## src/lcch_pkg.sv

```systemverilog
// ----------------------------------------------------------------------------
// lcch_pkg
// Types, constants and helpers for the Lab centroid cell histogram.
// ----------------------------------------------------------------------------
`default_nettype none

package lcch_pkg;

	localparam int NUM_CENTROIDS = 15;
	localparam int MAX_CELL_SIDE = 8;

	localparam int IDX_W      = 4;
	localparam int SIDE_W     = 4;
	localparam int PIX_W      = 8;
	localparam int COMP_W     = 12;
	localparam int FRAC_W     = COMP_W - PIX_W;
	localparam int SQ_W       = 2 * COMP_W;
	localparam int DIST_W     = SQ_W + 2;
	localparam int BIN_CNT_W  = 7;
	localparam int CELL_CNT_W = $clog2(MAX_CELL_SIDE * MAX_CELL_SIDE + 1);

	typedef logic [IDX_W-1:0]      idx_t;
	typedef logic [COMP_W-1:0]     comp_t;
	typedef logic [CELL_CNT_W-1:0] cell_cnt_t;

	typedef enum logic {
		CMD_LOAD  = 1'b0,
		CMD_PIXEL = 1'b1
	} cmd_t;

	typedef struct packed {
		comp_t l;
		comp_t a;
		comp_t b;
	} centroid_t;

	typedef struct packed {
		logic vld;
		idx_t idx;
	} bin_word_t;

	function automatic cell_cnt_t cell_target(logic [SIDE_W-1:0] side);
		logic [SIDE_W-1:0] s;
		cell_cnt_t w;
		s = side;
		if (s == '0) begin
			s = SIDE_W'(1);
		end
		if (int'(s) > MAX_CELL_SIDE) begin
			s = SIDE_W'(MAX_CELL_SIDE);
		end
		w = CELL_CNT_W'(s);
		return CELL_CNT_W'(w * w);
	endfunction

	function automatic comp_t abs_diff(comp_t p, comp_t c);
		return (p >= c) ? comp_t'(p - c) : comp_t'(c - p);
	endfunction

endpackage

`default_nettype wire

```

## src/lcch_front.sv

```systemverilog
// ----------------------------------------------------------------------------
// lcch_front
// Accepts words, keeps the centroid table and finds the nearest centroid
// of each pixel with one shared distance unit, one centroid per cycle.
// ----------------------------------------------------------------------------
`default_nettype none

module lcch_front (
	input  wire                               clk,
	input  wire                               arst_n,
	input  wire                               item_valid,
	output logic                              item_stall,
	input  wire                               cmd,
	input  wire  [3:0]                        centroid_slot,
	input  wire  [lcch_pkg::COMP_W-1:0]       centroid_l,
	input  wire  [lcch_pkg::COMP_W-1:0]       centroid_a,
	input  wire  [lcch_pkg::COMP_W-1:0]       centroid_b,
	input  wire  [lcch_pkg::PIX_W-1:0]        pixel_l,
	input  wire  [lcch_pkg::PIX_W-1:0]        pixel_a,
	input  wire  [lcch_pkg::PIX_W-1:0]        pixel_b,
	output lcch_pkg::bin_word_t               push,
	input  wire                               q_full
);

	typedef enum logic [3:0] {
		F_IDLE  = 4'b0001,
		F_SCAN  = 4'b0010,
		F_FLUSH = 4'b0100,
		F_PUSH  = 4'b1000
	} front_state_t;

	front_state_t                       state_q;
	lcch_pkg::centroid_t                tbl_q [lcch_pkg::NUM_CENTROIDS];
	lcch_pkg::centroid_t                pix_q;
	lcch_pkg::centroid_t                cent;
	lcch_pkg::idx_t                     scan_k_q;
	logic                               vld_s1;
	lcch_pkg::idx_t                     idx_s1;
	logic [lcch_pkg::SQ_W-1:0]          sq_l_s1;
	logic [lcch_pkg::SQ_W-1:0]          sq_a_s1;
	logic [lcch_pkg::SQ_W-1:0]          sq_b_s1;
	logic [lcch_pkg::DIST_W-1:0]        dist_sum;
	logic [lcch_pkg::DIST_W-1:0]        best_dist_q;
	lcch_pkg::idx_t                     best_idx_q;
	logic                               accept;
	logic                               is_load;
	lcch_pkg::comp_t                    dl;
	lcch_pkg::comp_t                    da;
	lcch_pkg::comp_t                    db;

	assign item_stall = (state_q != F_IDLE);
	assign accept     = item_valid && !item_stall;
	assign is_load    = (lcch_pkg::cmd_t'(cmd) == lcch_pkg::CMD_LOAD);

	assign cent = tbl_q[scan_k_q];
	assign dl   = lcch_pkg::abs_diff(pix_q.l, cent.l);
	assign da   = lcch_pkg::abs_diff(pix_q.a, cent.a);
	assign db   = lcch_pkg::abs_diff(pix_q.b, cent.b);
	assign dist_sum = lcch_pkg::DIST_W'(sq_l_s1) + lcch_pkg::DIST_W'(sq_a_s1)
	                + lcch_pkg::DIST_W'(sq_b_s1);

	assign push.vld = (state_q == F_PUSH);
	assign push.idx = best_idx_q;

	always_ff @(posedge clk) begin
		if (accept && is_load && (int'(centroid_slot) < lcch_pkg::NUM_CENTROIDS)) begin
			tbl_q[centroid_slot] <= '{l: centroid_l, a: centroid_a, b: centroid_b};
		end
		if (accept && !is_load) begin
			pix_q.l <= {pixel_l, {lcch_pkg::FRAC_W{1'b0}}};
			pix_q.a <= {pixel_a, {lcch_pkg::FRAC_W{1'b0}}};
			pix_q.b <= {pixel_b, {lcch_pkg::FRAC_W{1'b0}}};
		end
		idx_s1  <= scan_k_q;
		sq_l_s1 <= lcch_pkg::SQ_W'(dl) * lcch_pkg::SQ_W'(dl);
		sq_a_s1 <= lcch_pkg::SQ_W'(da) * lcch_pkg::SQ_W'(da);
		sq_b_s1 <= lcch_pkg::SQ_W'(db) * lcch_pkg::SQ_W'(db);
		if (vld_s1 && ((idx_s1 == '0) || (dist_sum < best_dist_q))) begin
			best_dist_q <= dist_sum;
			best_idx_q  <= idx_s1;
		end
	end

	always_ff @(posedge clk or negedge arst_n) begin
		if (!arst_n) begin
			state_q  <= F_IDLE;
			scan_k_q <= '0;
			vld_s1   <= 1'b0;
		end else begin
			vld_s1 <= 1'b0;
			unique case (state_q)
				F_IDLE: begin
					scan_k_q <= '0;
					if (accept && !is_load) begin
						state_q <= F_SCAN;
					end
				end
				F_SCAN: begin
					vld_s1   <= 1'b1;
					scan_k_q <= scan_k_q + 1'b1;
					if (int'(scan_k_q) == lcch_pkg::NUM_CENTROIDS - 1) begin
						state_q <= F_FLUSH;
					end
				end
				F_FLUSH: begin
					state_q <= F_PUSH;
				end
				F_PUSH: begin
					if (!q_full) begin
						state_q <= F_IDLE;
					end
				end
				default: begin
					state_q <= F_IDLE;
				end
			endcase
		end
	end

endmodule

`default_nettype wire

```

## src/lcch_queue.sv

```systemverilog
// ----------------------------------------------------------------------------
// lcch_queue
// Two-entry queue of winning centroid indices between front and back.
// ----------------------------------------------------------------------------
`default_nettype none

module lcch_queue (
	input  wire                  clk,
	input  wire                  arst_n,
	input  lcch_pkg::bin_word_t  push,
	output logic                 full,
	output lcch_pkg::bin_word_t  pop,
	input  wire                  pop_ready
);

	lcch_pkg::idx_t   mem_q [2];
	logic             wr_ptr_q;
	logic             rd_ptr_q;
	logic [1:0]       cnt_q;
	logic             do_push;
	logic             do_pop;

	assign full     = (cnt_q == 2'd2);
	assign pop.vld  = (cnt_q != 2'd0);
	assign pop.idx  = mem_q[rd_ptr_q];
	assign do_push  = push.vld && !full;
	assign do_pop   = pop.vld && pop_ready;

	always_ff @(posedge clk) begin
		if (do_push) begin
			mem_q[wr_ptr_q] <= push.idx;
		end
	end

	always_ff @(posedge clk or negedge arst_n) begin
		if (!arst_n) begin
			wr_ptr_q <= 1'b0;
			rd_ptr_q <= 1'b0;
			cnt_q    <= 2'd0;
		end else begin
			if (do_push) begin
				wr_ptr_q <= !wr_ptr_q;
			end
			if (do_pop) begin
				rd_ptr_q <= !rd_ptr_q;
			end
			cnt_q <= cnt_q + 2'(do_push) - 2'(do_pop);
		end
	end

endmodule

`default_nettype wire

```

## src/lcch_back.sv

```systemverilog
// ----------------------------------------------------------------------------
// lcch_back
// Counts hits per centroid, closes each cell and streams its histogram
// out through a registered output word.
// ----------------------------------------------------------------------------
`default_nettype none

module lcch_back (
	input  wire                               clk,
	input  wire                               arst_n,
	input  wire  [lcch_pkg::SIDE_W-1:0]       cell_side,
	input  lcch_pkg::bin_word_t               pop,
	output logic                              pop_ready,
	output logic                              bin_valid,
	input  wire                               bin_stall,
	output logic [lcch_pkg::IDX_W-1:0]        bin_index,
	output logic [lcch_pkg::BIN_CNT_W-1:0]    bin_count,
	output logic                              last_bin
);

	typedef enum logic [1:0] {
		B_ACCUM = 2'b01,
		B_EMIT  = 2'b10
	} back_state_t;

	back_state_t           state_q;
	lcch_pkg::cell_cnt_t   hit_q [lcch_pkg::NUM_CENTROIDS];
	lcch_pkg::cell_cnt_t   cell_cnt_q;
	lcch_pkg::cell_cnt_t   cnt_next;
	lcch_pkg::idx_t        emit_k_q;
	lcch_pkg::idx_t        addr;
	logic                  take;
	logic                  load_out;
	logic                  emit_last;

	assign pop_ready = (state_q == B_ACCUM);
	assign take      = pop.vld && pop_ready;
	assign load_out  = (state_q == B_EMIT) && (!bin_valid || !bin_stall);
	assign emit_last = (int'(emit_k_q) == lcch_pkg::NUM_CENTROIDS - 1);
	assign addr      = (state_q == B_EMIT) ? emit_k_q : pop.idx;
	assign cnt_next  = cell_cnt_q + 1'b1;

	always_ff @(posedge clk) begin
		if (load_out) begin
			bin_index <= emit_k_q;
			bin_count <= lcch_pkg::BIN_CNT_W'(hit_q[addr]);
			last_bin  <= emit_last;
		end
	end

	always_ff @(posedge clk or negedge arst_n) begin
		if (!arst_n) begin
			state_q    <= B_ACCUM;
			cell_cnt_q <= '0;
			emit_k_q   <= '0;
			bin_valid  <= 1'b0;
			for (int i = 0; i < lcch_pkg::NUM_CENTROIDS; i++) begin
				hit_q[i] <= '0;
			end
		end else begin
			if (load_out) begin
				bin_valid <= 1'b1;
			end else if (!bin_stall) begin
				bin_valid <= 1'b0;
			end
			unique case (state_q)
				B_ACCUM: begin
					if (take) begin
						hit_q[addr] <= hit_q[addr] + 1'b1;
						if (cnt_next >= lcch_pkg::cell_target(cell_side)) begin
							cell_cnt_q <= '0;
							emit_k_q   <= '0;
							state_q    <= B_EMIT;
						end else begin
							cell_cnt_q <= cnt_next;
						end
					end
				end
				B_EMIT: begin
					if (load_out) begin
						hit_q[addr] <= '0;
						emit_k_q    <= emit_k_q + 1'b1;
						if (emit_last) begin
							state_q <= B_ACCUM;
						end
					end
				end
				default: begin
					state_q <= B_ACCUM;
				end
			endcase
		end
	end

endmodule

`default_nettype wire

```

## src/lab_centroid_cell_histogram_top.sv

```systemverilog
// ----------------------------------------------------------------------------
// lab_centroid_cell_histogram_top
// Nearest-centroid classification of Lab pixels with a per-cell histogram.
// ----------------------------------------------------------------------------
// Input channel (item_valid/item_stall): cmd 0 loads centroid_slot with
// centroid_l/a/b; cmd 1 presents one Lab pixel. The shared distance unit
// visits one centroid per cycle, so a pixel holds the input through the
// scan of all NUM_CENTROIDS centroids, a flush and the push of its winner
// before the next word is taken. A two-entry queue carries winning indices
// to the counters. When cell_side squared pixels have been counted, the
// block emits one word per centroid on the output channel
// (bin_valid/bin_stall), bin_index 0 upward, last_bin on the final one,
// at most one word per cycle. While the receiver stalls, the output word
// holds and the counters wait; the front keeps working until the queue
// fills.
// Configuration channel (cfg_valid/cfg_ready/cfg_data) writes cell_side;
// it is always ready. Values of 0 act as 1, above 8 as 8.
// Reset clears the histogram and pixel count and sets cell_side to 4; the
// centroid table is undefined until loaded.
// ----------------------------------------------------------------------------
`default_nettype none

module lab_centroid_cell_histogram_top (
	input  wire                               clk,
	input  wire                               arst_n,
	input  wire                               item_valid,
	output logic                              item_stall,
	input  wire                               cmd,
	input  wire  [3:0]                        centroid_slot,
	input  wire  [lcch_pkg::COMP_W-1:0]       centroid_l,
	input  wire  [lcch_pkg::COMP_W-1:0]       centroid_a,
	input  wire  [lcch_pkg::COMP_W-1:0]       centroid_b,
	input  wire  [lcch_pkg::PIX_W-1:0]        pixel_l,
	input  wire  [lcch_pkg::PIX_W-1:0]        pixel_a,
	input  wire  [lcch_pkg::PIX_W-1:0]        pixel_b,
	output logic                              bin_valid,
	input  wire                               bin_stall,
	output logic [lcch_pkg::IDX_W-1:0]        bin_index,
	output logic [lcch_pkg::BIN_CNT_W-1:0]    bin_count,
	output logic                              last_bin,
	input  wire                               cfg_valid,
	output logic                              cfg_ready,
	input  wire  [lcch_pkg::SIDE_W-1:0]       cfg_data
);

	logic [lcch_pkg::SIDE_W-1:0] cell_side_q;
	lcch_pkg::bin_word_t         push;
	lcch_pkg::bin_word_t         pop;
	logic                        q_full;
	logic                        pop_ready;

	assign cfg_ready = 1'b1;

	always_ff @(posedge clk or negedge arst_n) begin
		if (!arst_n) begin
			cell_side_q <= lcch_pkg::SIDE_W'(4);
		end else if (cfg_valid && cfg_ready) begin
			cell_side_q <= cfg_data;
		end
	end

	lcch_front u_front (
		.clk           (clk),
		.arst_n        (arst_n),
		.item_valid    (item_valid),
		.item_stall    (item_stall),
		.cmd           (cmd),
		.centroid_slot (centroid_slot),
		.centroid_l    (centroid_l),
		.centroid_a    (centroid_a),
		.centroid_b    (centroid_b),
		.pixel_l       (pixel_l),
		.pixel_a       (pixel_a),
		.pixel_b       (pixel_b),
		.push          (push),
		.q_full        (q_full)
	);

	lcch_queue u_queue (
		.clk       (clk),
		.arst_n    (arst_n),
		.push      (push),
		.full      (q_full),
		.pop       (pop),
		.pop_ready (pop_ready)
	);

	lcch_back u_back (
		.clk       (clk),
		.arst_n    (arst_n),
		.cell_side (cell_side_q),
		.pop       (pop),
		.pop_ready (pop_ready),
		.bin_valid (bin_valid),
		.bin_stall (bin_stall),
		.bin_index (bin_index),
		.bin_count (bin_count),
		.last_bin  (last_bin)
	);

endmodule

`default_nettype wire

```

## config.mk

```make
export PLATFORM = sky130hd
export DESIGN_NAME = lab_centroid_cell_histogram_top
export DESIGN_NICKNAME = d
export VERILOG_FILES = /design/src/lcch_pkg.sv /design/src/lcch_front.sv /design/src/lcch_queue.sv /design/src/lcch_back.sv /design/src/lab_centroid_cell_histogram_top.sv
export SDC_FILE = /design/constraint.sdc
export NUM_CORES = 2
export LEC_CHECK = 0
export BUFFER_PORTS_ARGS = -buffer_cell sky130_fd_sc_hd__buf_4
export CORE_UTILIZATION = 35
export DETAILED_ROUTE_END_ITERATION = 8
export GPL_TIMING_DRIVEN = 0
export MAX_ROUTING_LAYER = met4
export PLACE_DENSITY = 0.55
export SETUP_SLACK_MARGIN = 0.02
export SLEW_MARGIN = 40
export SYNTH_ARGS = -nofsm -noshare
export SYNTH_HDL_FRONTEND = slang
export SYNTH_SLANG_ARGS = --single-unit
```

## constraint.sdc

```tcl
create_clock -name clk -period 15.8 [get_ports clk]
set_input_delay 3.16 -clock clk [delete_from_list [all_inputs] [get_ports clk]]
set_output_delay 3.16 -clock clk [all_outputs]
set_load 0.1 [all_outputs]
```

* Word-level counts from Yosys, hierarchy flattened *
Memories as Yosys holds them, arrays and structs flattened.
Index checks and enable logic that the tools add are counted.

word-level totals
  register bits after elaboration = 278
  bits in writable memories = 548
  bits of input ports = 74
  output and inout bits = 15
  word-level logic and storage cells = 157
  memories kept = 2

cells by class
  add/sub/neg operators = 14
  multipliers = 4
  order comparisons = 9
  equality and inequality tests = 18
  muxes and demuxes = 41
  bitwise operators = 4
  reductions and logical operators = 27

memory list
  name           depth  width  read ports  clocked after Yosys merged registers in  write ports  RTL line          RTL
  u_front.tbl_q  15     36     1           0                                        1            lcch_front.sv:33  lcch_pkg::centroid_t tbl_q [lcch_pkg::NUM_CENTROIDS];
  u_queue.mem_q  2      4      1           0                                        1            lcch_queue.sv:16  lcch_pkg::idx_t mem_q [2];

operators by type and width
  cell                                                             number
  105-bit 2-to-1 mux                                               2
  105-bit one-hot mux with 2 select lines                          1
  105-bit AND                                                      1
  105-bit bitwise mux                                              1
  105-bit NOT                                                      1
  12-bit by 12-bit multiplier with 24-bit output                   3
  12-bit subtractor                                                6
  4-bit 2-to-1 mux                                                 13
  12-bit >= comparator                                             3
  12-bit 2-to-1 mux                                                3
  7-bit binary-select mux with 4-bit select                        1
  7-bit demux with 4-bit select                                    1
  7-bit 2-to-1 mux                                                 4
  26-bit by 24-bit adder with 26-bit output                        1
  26-bit < comparator                                              1
  24-bit by 24-bit adder with 25-bit output                        1
  4-bit one-hot mux with 2 select lines                            2
  4-bit one-hot mux with 4 select lines                            1
  7-bit by 1-bit adder with 7-bit output, second input constant    2
  4-bit by 2-bit == test with 1-bit output, second input constant  3
  2-bit by 1-bit != test with 1-bit output, second input constant  5
  1-bit logical AND                                                9
  4-bit by 1-bit adder with 4-bit output, second input constant    2
  4-bit logical NOT                                                2
  26 further kinds                                                 48

* Longest topological paths before layout *
  depth in word-level cells = 13
  mapped depth = 44
  depth with buffers taken out = 36

* By module *
From an unflattened synthesis, not the netlist that was laid out.

second synthesis, totals
  cells, all modules = 3828
  area, all modules = 47694.5 um^2

modules (own cells, without submodules)
  module                           instances  cells an instance  area an instance (um^2)  sequential area each (um^2)
  lcch_front                       1          3081               40064.7                  19525.0
  lcch_back                        1          707                6981.7                   3339.5
  lcch_queue                       1          30                 490.5                    340.3
  lab_centroid_cell_histogram_top  1          10                 157.7                    101.3

* Worst setup path before layout *
Ideal clock, no wire load.

  kind = reg-to-reg
  from = register u_front.scan_k_q[0]
  to = register u_front.sq_a_s1[23] (netlist name)
  library setup time = 0.130 ns
  arrival = 10.452 ns
  data required time = 15.670 ns
  slack = 5.219 ns
  stages on the path, launching flop included = 40
  path buffers = 7
  clock period less this slack = 10.581 ns
  path through = dfrtp_1 buf_6 buf_6 buf_6 buf_6 clkbuf_1 buf_1 mux4_2 mux4_2 ha_1 o21a_1 o21ai_0 a21oi_1 nand4_1 nand2_1 a41o_1 nor2_1 a211oi_1 (+4 left out) inv_1 fa_1 inv_1 fa_1 inv_1 fa_1 inv_1 fa_1 inv_1 ha_1 or4_1 a221o_1 a41oi_1 a211oi_1 o21a_1 o21a_1 o41ai_1 xnor3_1

between the ends
  cells in the longest elaborated chain, start to end = 4
  elaborated cells between the ends (all ways) = 6
  those cells by class = add/sub: 2; mul: 1; order compare: 1; mux: 1; memory: 1

ends and longest elaborated chain
  item                                                       RTL line           RTL
  start: declaration                                         lcch_front.sv:36   lcch_pkg::idx_t scan_k_q;
  start signal: assignment                                   lcch_front.sv:100  scan_k_q <= scan_k_q + 1'b1;
  memory 15 x 36 bit (*)                                     n/a
  12-bit subtractor or 12-bit >= comparator (tied branches)  lcch_pkg.sv:57     return (p >= c) ? comp_t'(p - c) : comp_t'(c - p);
  12-bit 2-to-1 mux (*)                                      lcch_pkg.sv:57
  12-bit by 12-bit multiplier with 24-bit output (*)         lcch_front.sv:76   sq_a_s1 <= lcch_pkg::SQ_W'(da) * lcch_pkg::SQ_W'(da);
  end signal: assignment                                     lcch_front.sv:76
  end: declaration                                           lcch_front.sv:40   logic [lcch_pkg::SQ_W-1:0] sq_a_s1;

Mark *: on every way between the ends. The rest lies on a longest branch, timed or not.
A chain may end at the register's enable or synchronous reset.

* Worst setup path in the final report *
  from = register u_front.scan_k_q[1]
  to = register u_front.sq_a_s1[23] (netlist name)

Same word-level chain as after synthesis.

==> summary.md <==
| Metric | Value |
|---|---|
| Outcome | finished clean |
| Starting density of the core | 35.4% |
| Syn Area/Cell | 12.4 um^2 |
| Highest achievable clock rate | 78.5 MHz |
| Seq/Total Area, Yosys | 48.4% |
| Mapped Nets | 4515 |
| Iteration-0 DRC count of the detailed router | 2097 |
| Cell variety after synth | 93 |
| Most frequent cells in the layout | edfxtp_1 (614), inv_1 (498), nand2_1 (327) |
| Top delay family on crit path | buffers and inverters |
| Root buffer cell | clkbuf_16 |
| Top post-synthesis cells by area | edfxtp_1 (38%), fa_1 (10%), ha_1 (8.2%), mux4_2 (6.9%), dfrtp_1 (6.9%) |
| Max transition margin | 42.9% |
| Critical path required time | 16.38 ns |
| Final Hold Viols | 0 |
| Hold slack | 0.418 ns |
| Slew @ Worst Pin | 0.857 ns |
| I/O Buffers | 87 |
| Remaining Overflow, GRT | 0 |
| Hold path depth | 0 |
| Die width | 373 um |
| Top cell type's share of synthesized area | 38.3% |
| Reg2reg end | u_front.sq_a_s1[23] |
| Die footprint | 139000 um^2 |
| Largest area contributor in the netlist | edfxtp_1 |
| Final setup fails | 0 |
| Async SR Flop Fraction | 16.5% |
| Syn-to-layout area delta | 14.4% |
| HP Start | u_front.scan_k_q[2] |
| Setup Buffers After CTS | 0 |
| WL per Instance | 19.8 um |
| CTS resizes | 0 |
| Beginning of the worst register-to-register path | u_front.scan_k_q[1] |
| HP Class | register to register |
| Clk_skew | 0.0450 ns |
| Via count | 29.9k |
| Cts hold-fix bufs | 0 |
| Hold Path Sink | u_front.idx_s1[2] |
| CTS tree | built |
| Tmin final | 12.74 ns |
| Synthesized area | 48200 um^2 |
| R2r setup slk | 3.06 ns |
| Area post-placement | 52100 um^2 |
| Critical path buffers and inverters | 13 |
| Initial antenna violation count | 10 |
| GPL Wtd Cong | 0.835 |
| Number of max-cap violations | 0 |
| Global-route wire length before repair | 185000 um |
| Clk sink count | 823 |
| DR DRC count | 0 |
| Critical path type | register to register |
| I/O Pins | 89 |
| CP Capture Type | register |
| Flop and latch count out of synthesis | 823 |
| Placed wire-length estimate | 89700 um |
| Final ANT Viol Nets | 0 |
| Fin. max-slew vios | 0 |
| Routed Wire Length | 119000 um |
| Startpoint class of the critical path | register |
| Core Region | 136000 um^2 |
| Worst Path Arrival | 13.32 ns |
| Nets@finish | 4761 |
| Total CTS buffers | 91 |
| Reg2Reg Depth | 38 |
| Total number of yosys warnings | 0 |
| Slowest stage delay, CP | 0.69 ns |
| Share of layout cells above drive strength 1 | 15.0% |
| Chip height | 373 um |
| Total track usage | 17.8% |
| H-tree levels | 3 |
| Final Cycle Share | 80.6% |
| Slowest CP cell | clkbuf_1 |
| Post-synthesis cell count | 3883 |
| Commonest non-fill, non-tap cell in the layout | edfxtp_1 |
| Vias in the first global route | 31.0k |
| # fillers | 12.8k |
| Worst skew pair latency | 0.70 ns |
| Routed vias/inst | 4.98 |
| Drt pass-1 iters | 6 |
| Post-synth EDFFs | 614 |
| # rows | 135 |
| Worst-path clk slew | 0.06 ns |
| Dominant synthesized flop cell | edfxtp_1 |
| Pin count of the biggest net entering global routing | 54 |
| RSZ-0062 raised after global routing | false |
| CTS max path bufs | 3 |
| Final TNS setup | 0 ns |
| Design area | 55100 um^2 |
| Crit Path Max Fanout | 10 |
synth_stat cells, types with 34 or more instances:
library cell / number
nor2_1: 290
xor2_1: 34
nand2b_1: 38
o31ai_1: 44
dfrtp_1: 133
fa_1: 242
dfxtp_1: 73
nor3_1: 37
inv_1: 499
edfxtp_1: 614
a21oi_1: 134
ha_1: 316
xnor2_1: 102
o21ai_0: 139
mux2i_1: 77
mux4_2: 148
mux2_2: 42
a21o_1: 47
or2_2: 38
clkbuf_1: 66
nand2_1: 327
how the worst max path moves through the flow:
| stage | from | cells after the start | end |
|---|---|---|---|
| global route | u_front.scan_k_q[1] | 38 | u_front.sq_a_s1[23] |
| detailed placement | u_front.scan_k_q[1] | 39 | u_front.sq_a_s1[23] |
| CTS | u_front.scan_k_q[1] | 39 | u_front.sq_a_s1[23] |
| finish | u_front.scan_k_q[1] | 38 | u_front.sq_a_s1[23] |
| global placement | u_front.scan_k_q[1] | 39 | u_front.sq_a_s1[23] |
| floorplan | u_front.scan_k_q[0] | 39 | u_front.sq_a_s1[23] |
layer usage:
layer | part of all wire (%) | GRT usage, %
met4 | 2.0 | 4.17
met1 | 46 | 23.9
met5 | 0 | -
met3 | 4.5 | 2.49
met2 | 48 | 28.7
stage by stage:
step	instances	setup slack, ns	util, %
floorplan	3883	5.22	-
global placement	5751	2.87	37.5
detailed placement	5816	2.83	38.3
CTS	5985	2.84	40.5
global route	5992	2.30	40.5
finish	5996	3.06	40.5
sequential cells by signal, summed over array words and instances, names as in the netlist, 7 cells and up:
name and flops:
u_front.sq_l_s1 23, u_queue.mem_q 8, u_front.pix_q 24, u_front.best_dist_q 26, u_back.bin_count 7, u_front.sq_a_s1 23, u_front.tbl_q 540, u_back.cell_cnt_q 7
u_back.hit_q 105, u_front.sq_b_s1 23
cell families (layout without fill, tap and decap cells):
kind of cell               after synthesis  after routing  share of synthesized area, %
muxes                                  269            269                          9.55
other                                    2             12                        0.0156
adders and majority gates              558            558                          18.3
DFF                                    823            823                          48.4
AOI/OAI and AO/OA                      552            552                          7.38
buffers and inverters                  637            959                          5.21
and+or+nand+nor                        899            899                          8.43
xor gates and xnor gates               143            143                          2.76
cell type report:
cell class                 count  area, um^2  share of cell area (%)
antenna                       10        25.0                  0.0454
timing repair buffer         153        1590                    2.89
multi-input combinational   2423       22500                    40.8
inverter                     511        1920                    3.48
clock inverter                39         430                   0.781
tap                         1781        2230                    4.05
buffer                       126         611                    1.11
clock buffer                 130        2470                    4.49
sequential                   823       23300                    42.3
Power is left out: the tool's default activity adds up to more than one toggle a clock period on the data nets, which glitch-free logic cannot reach.
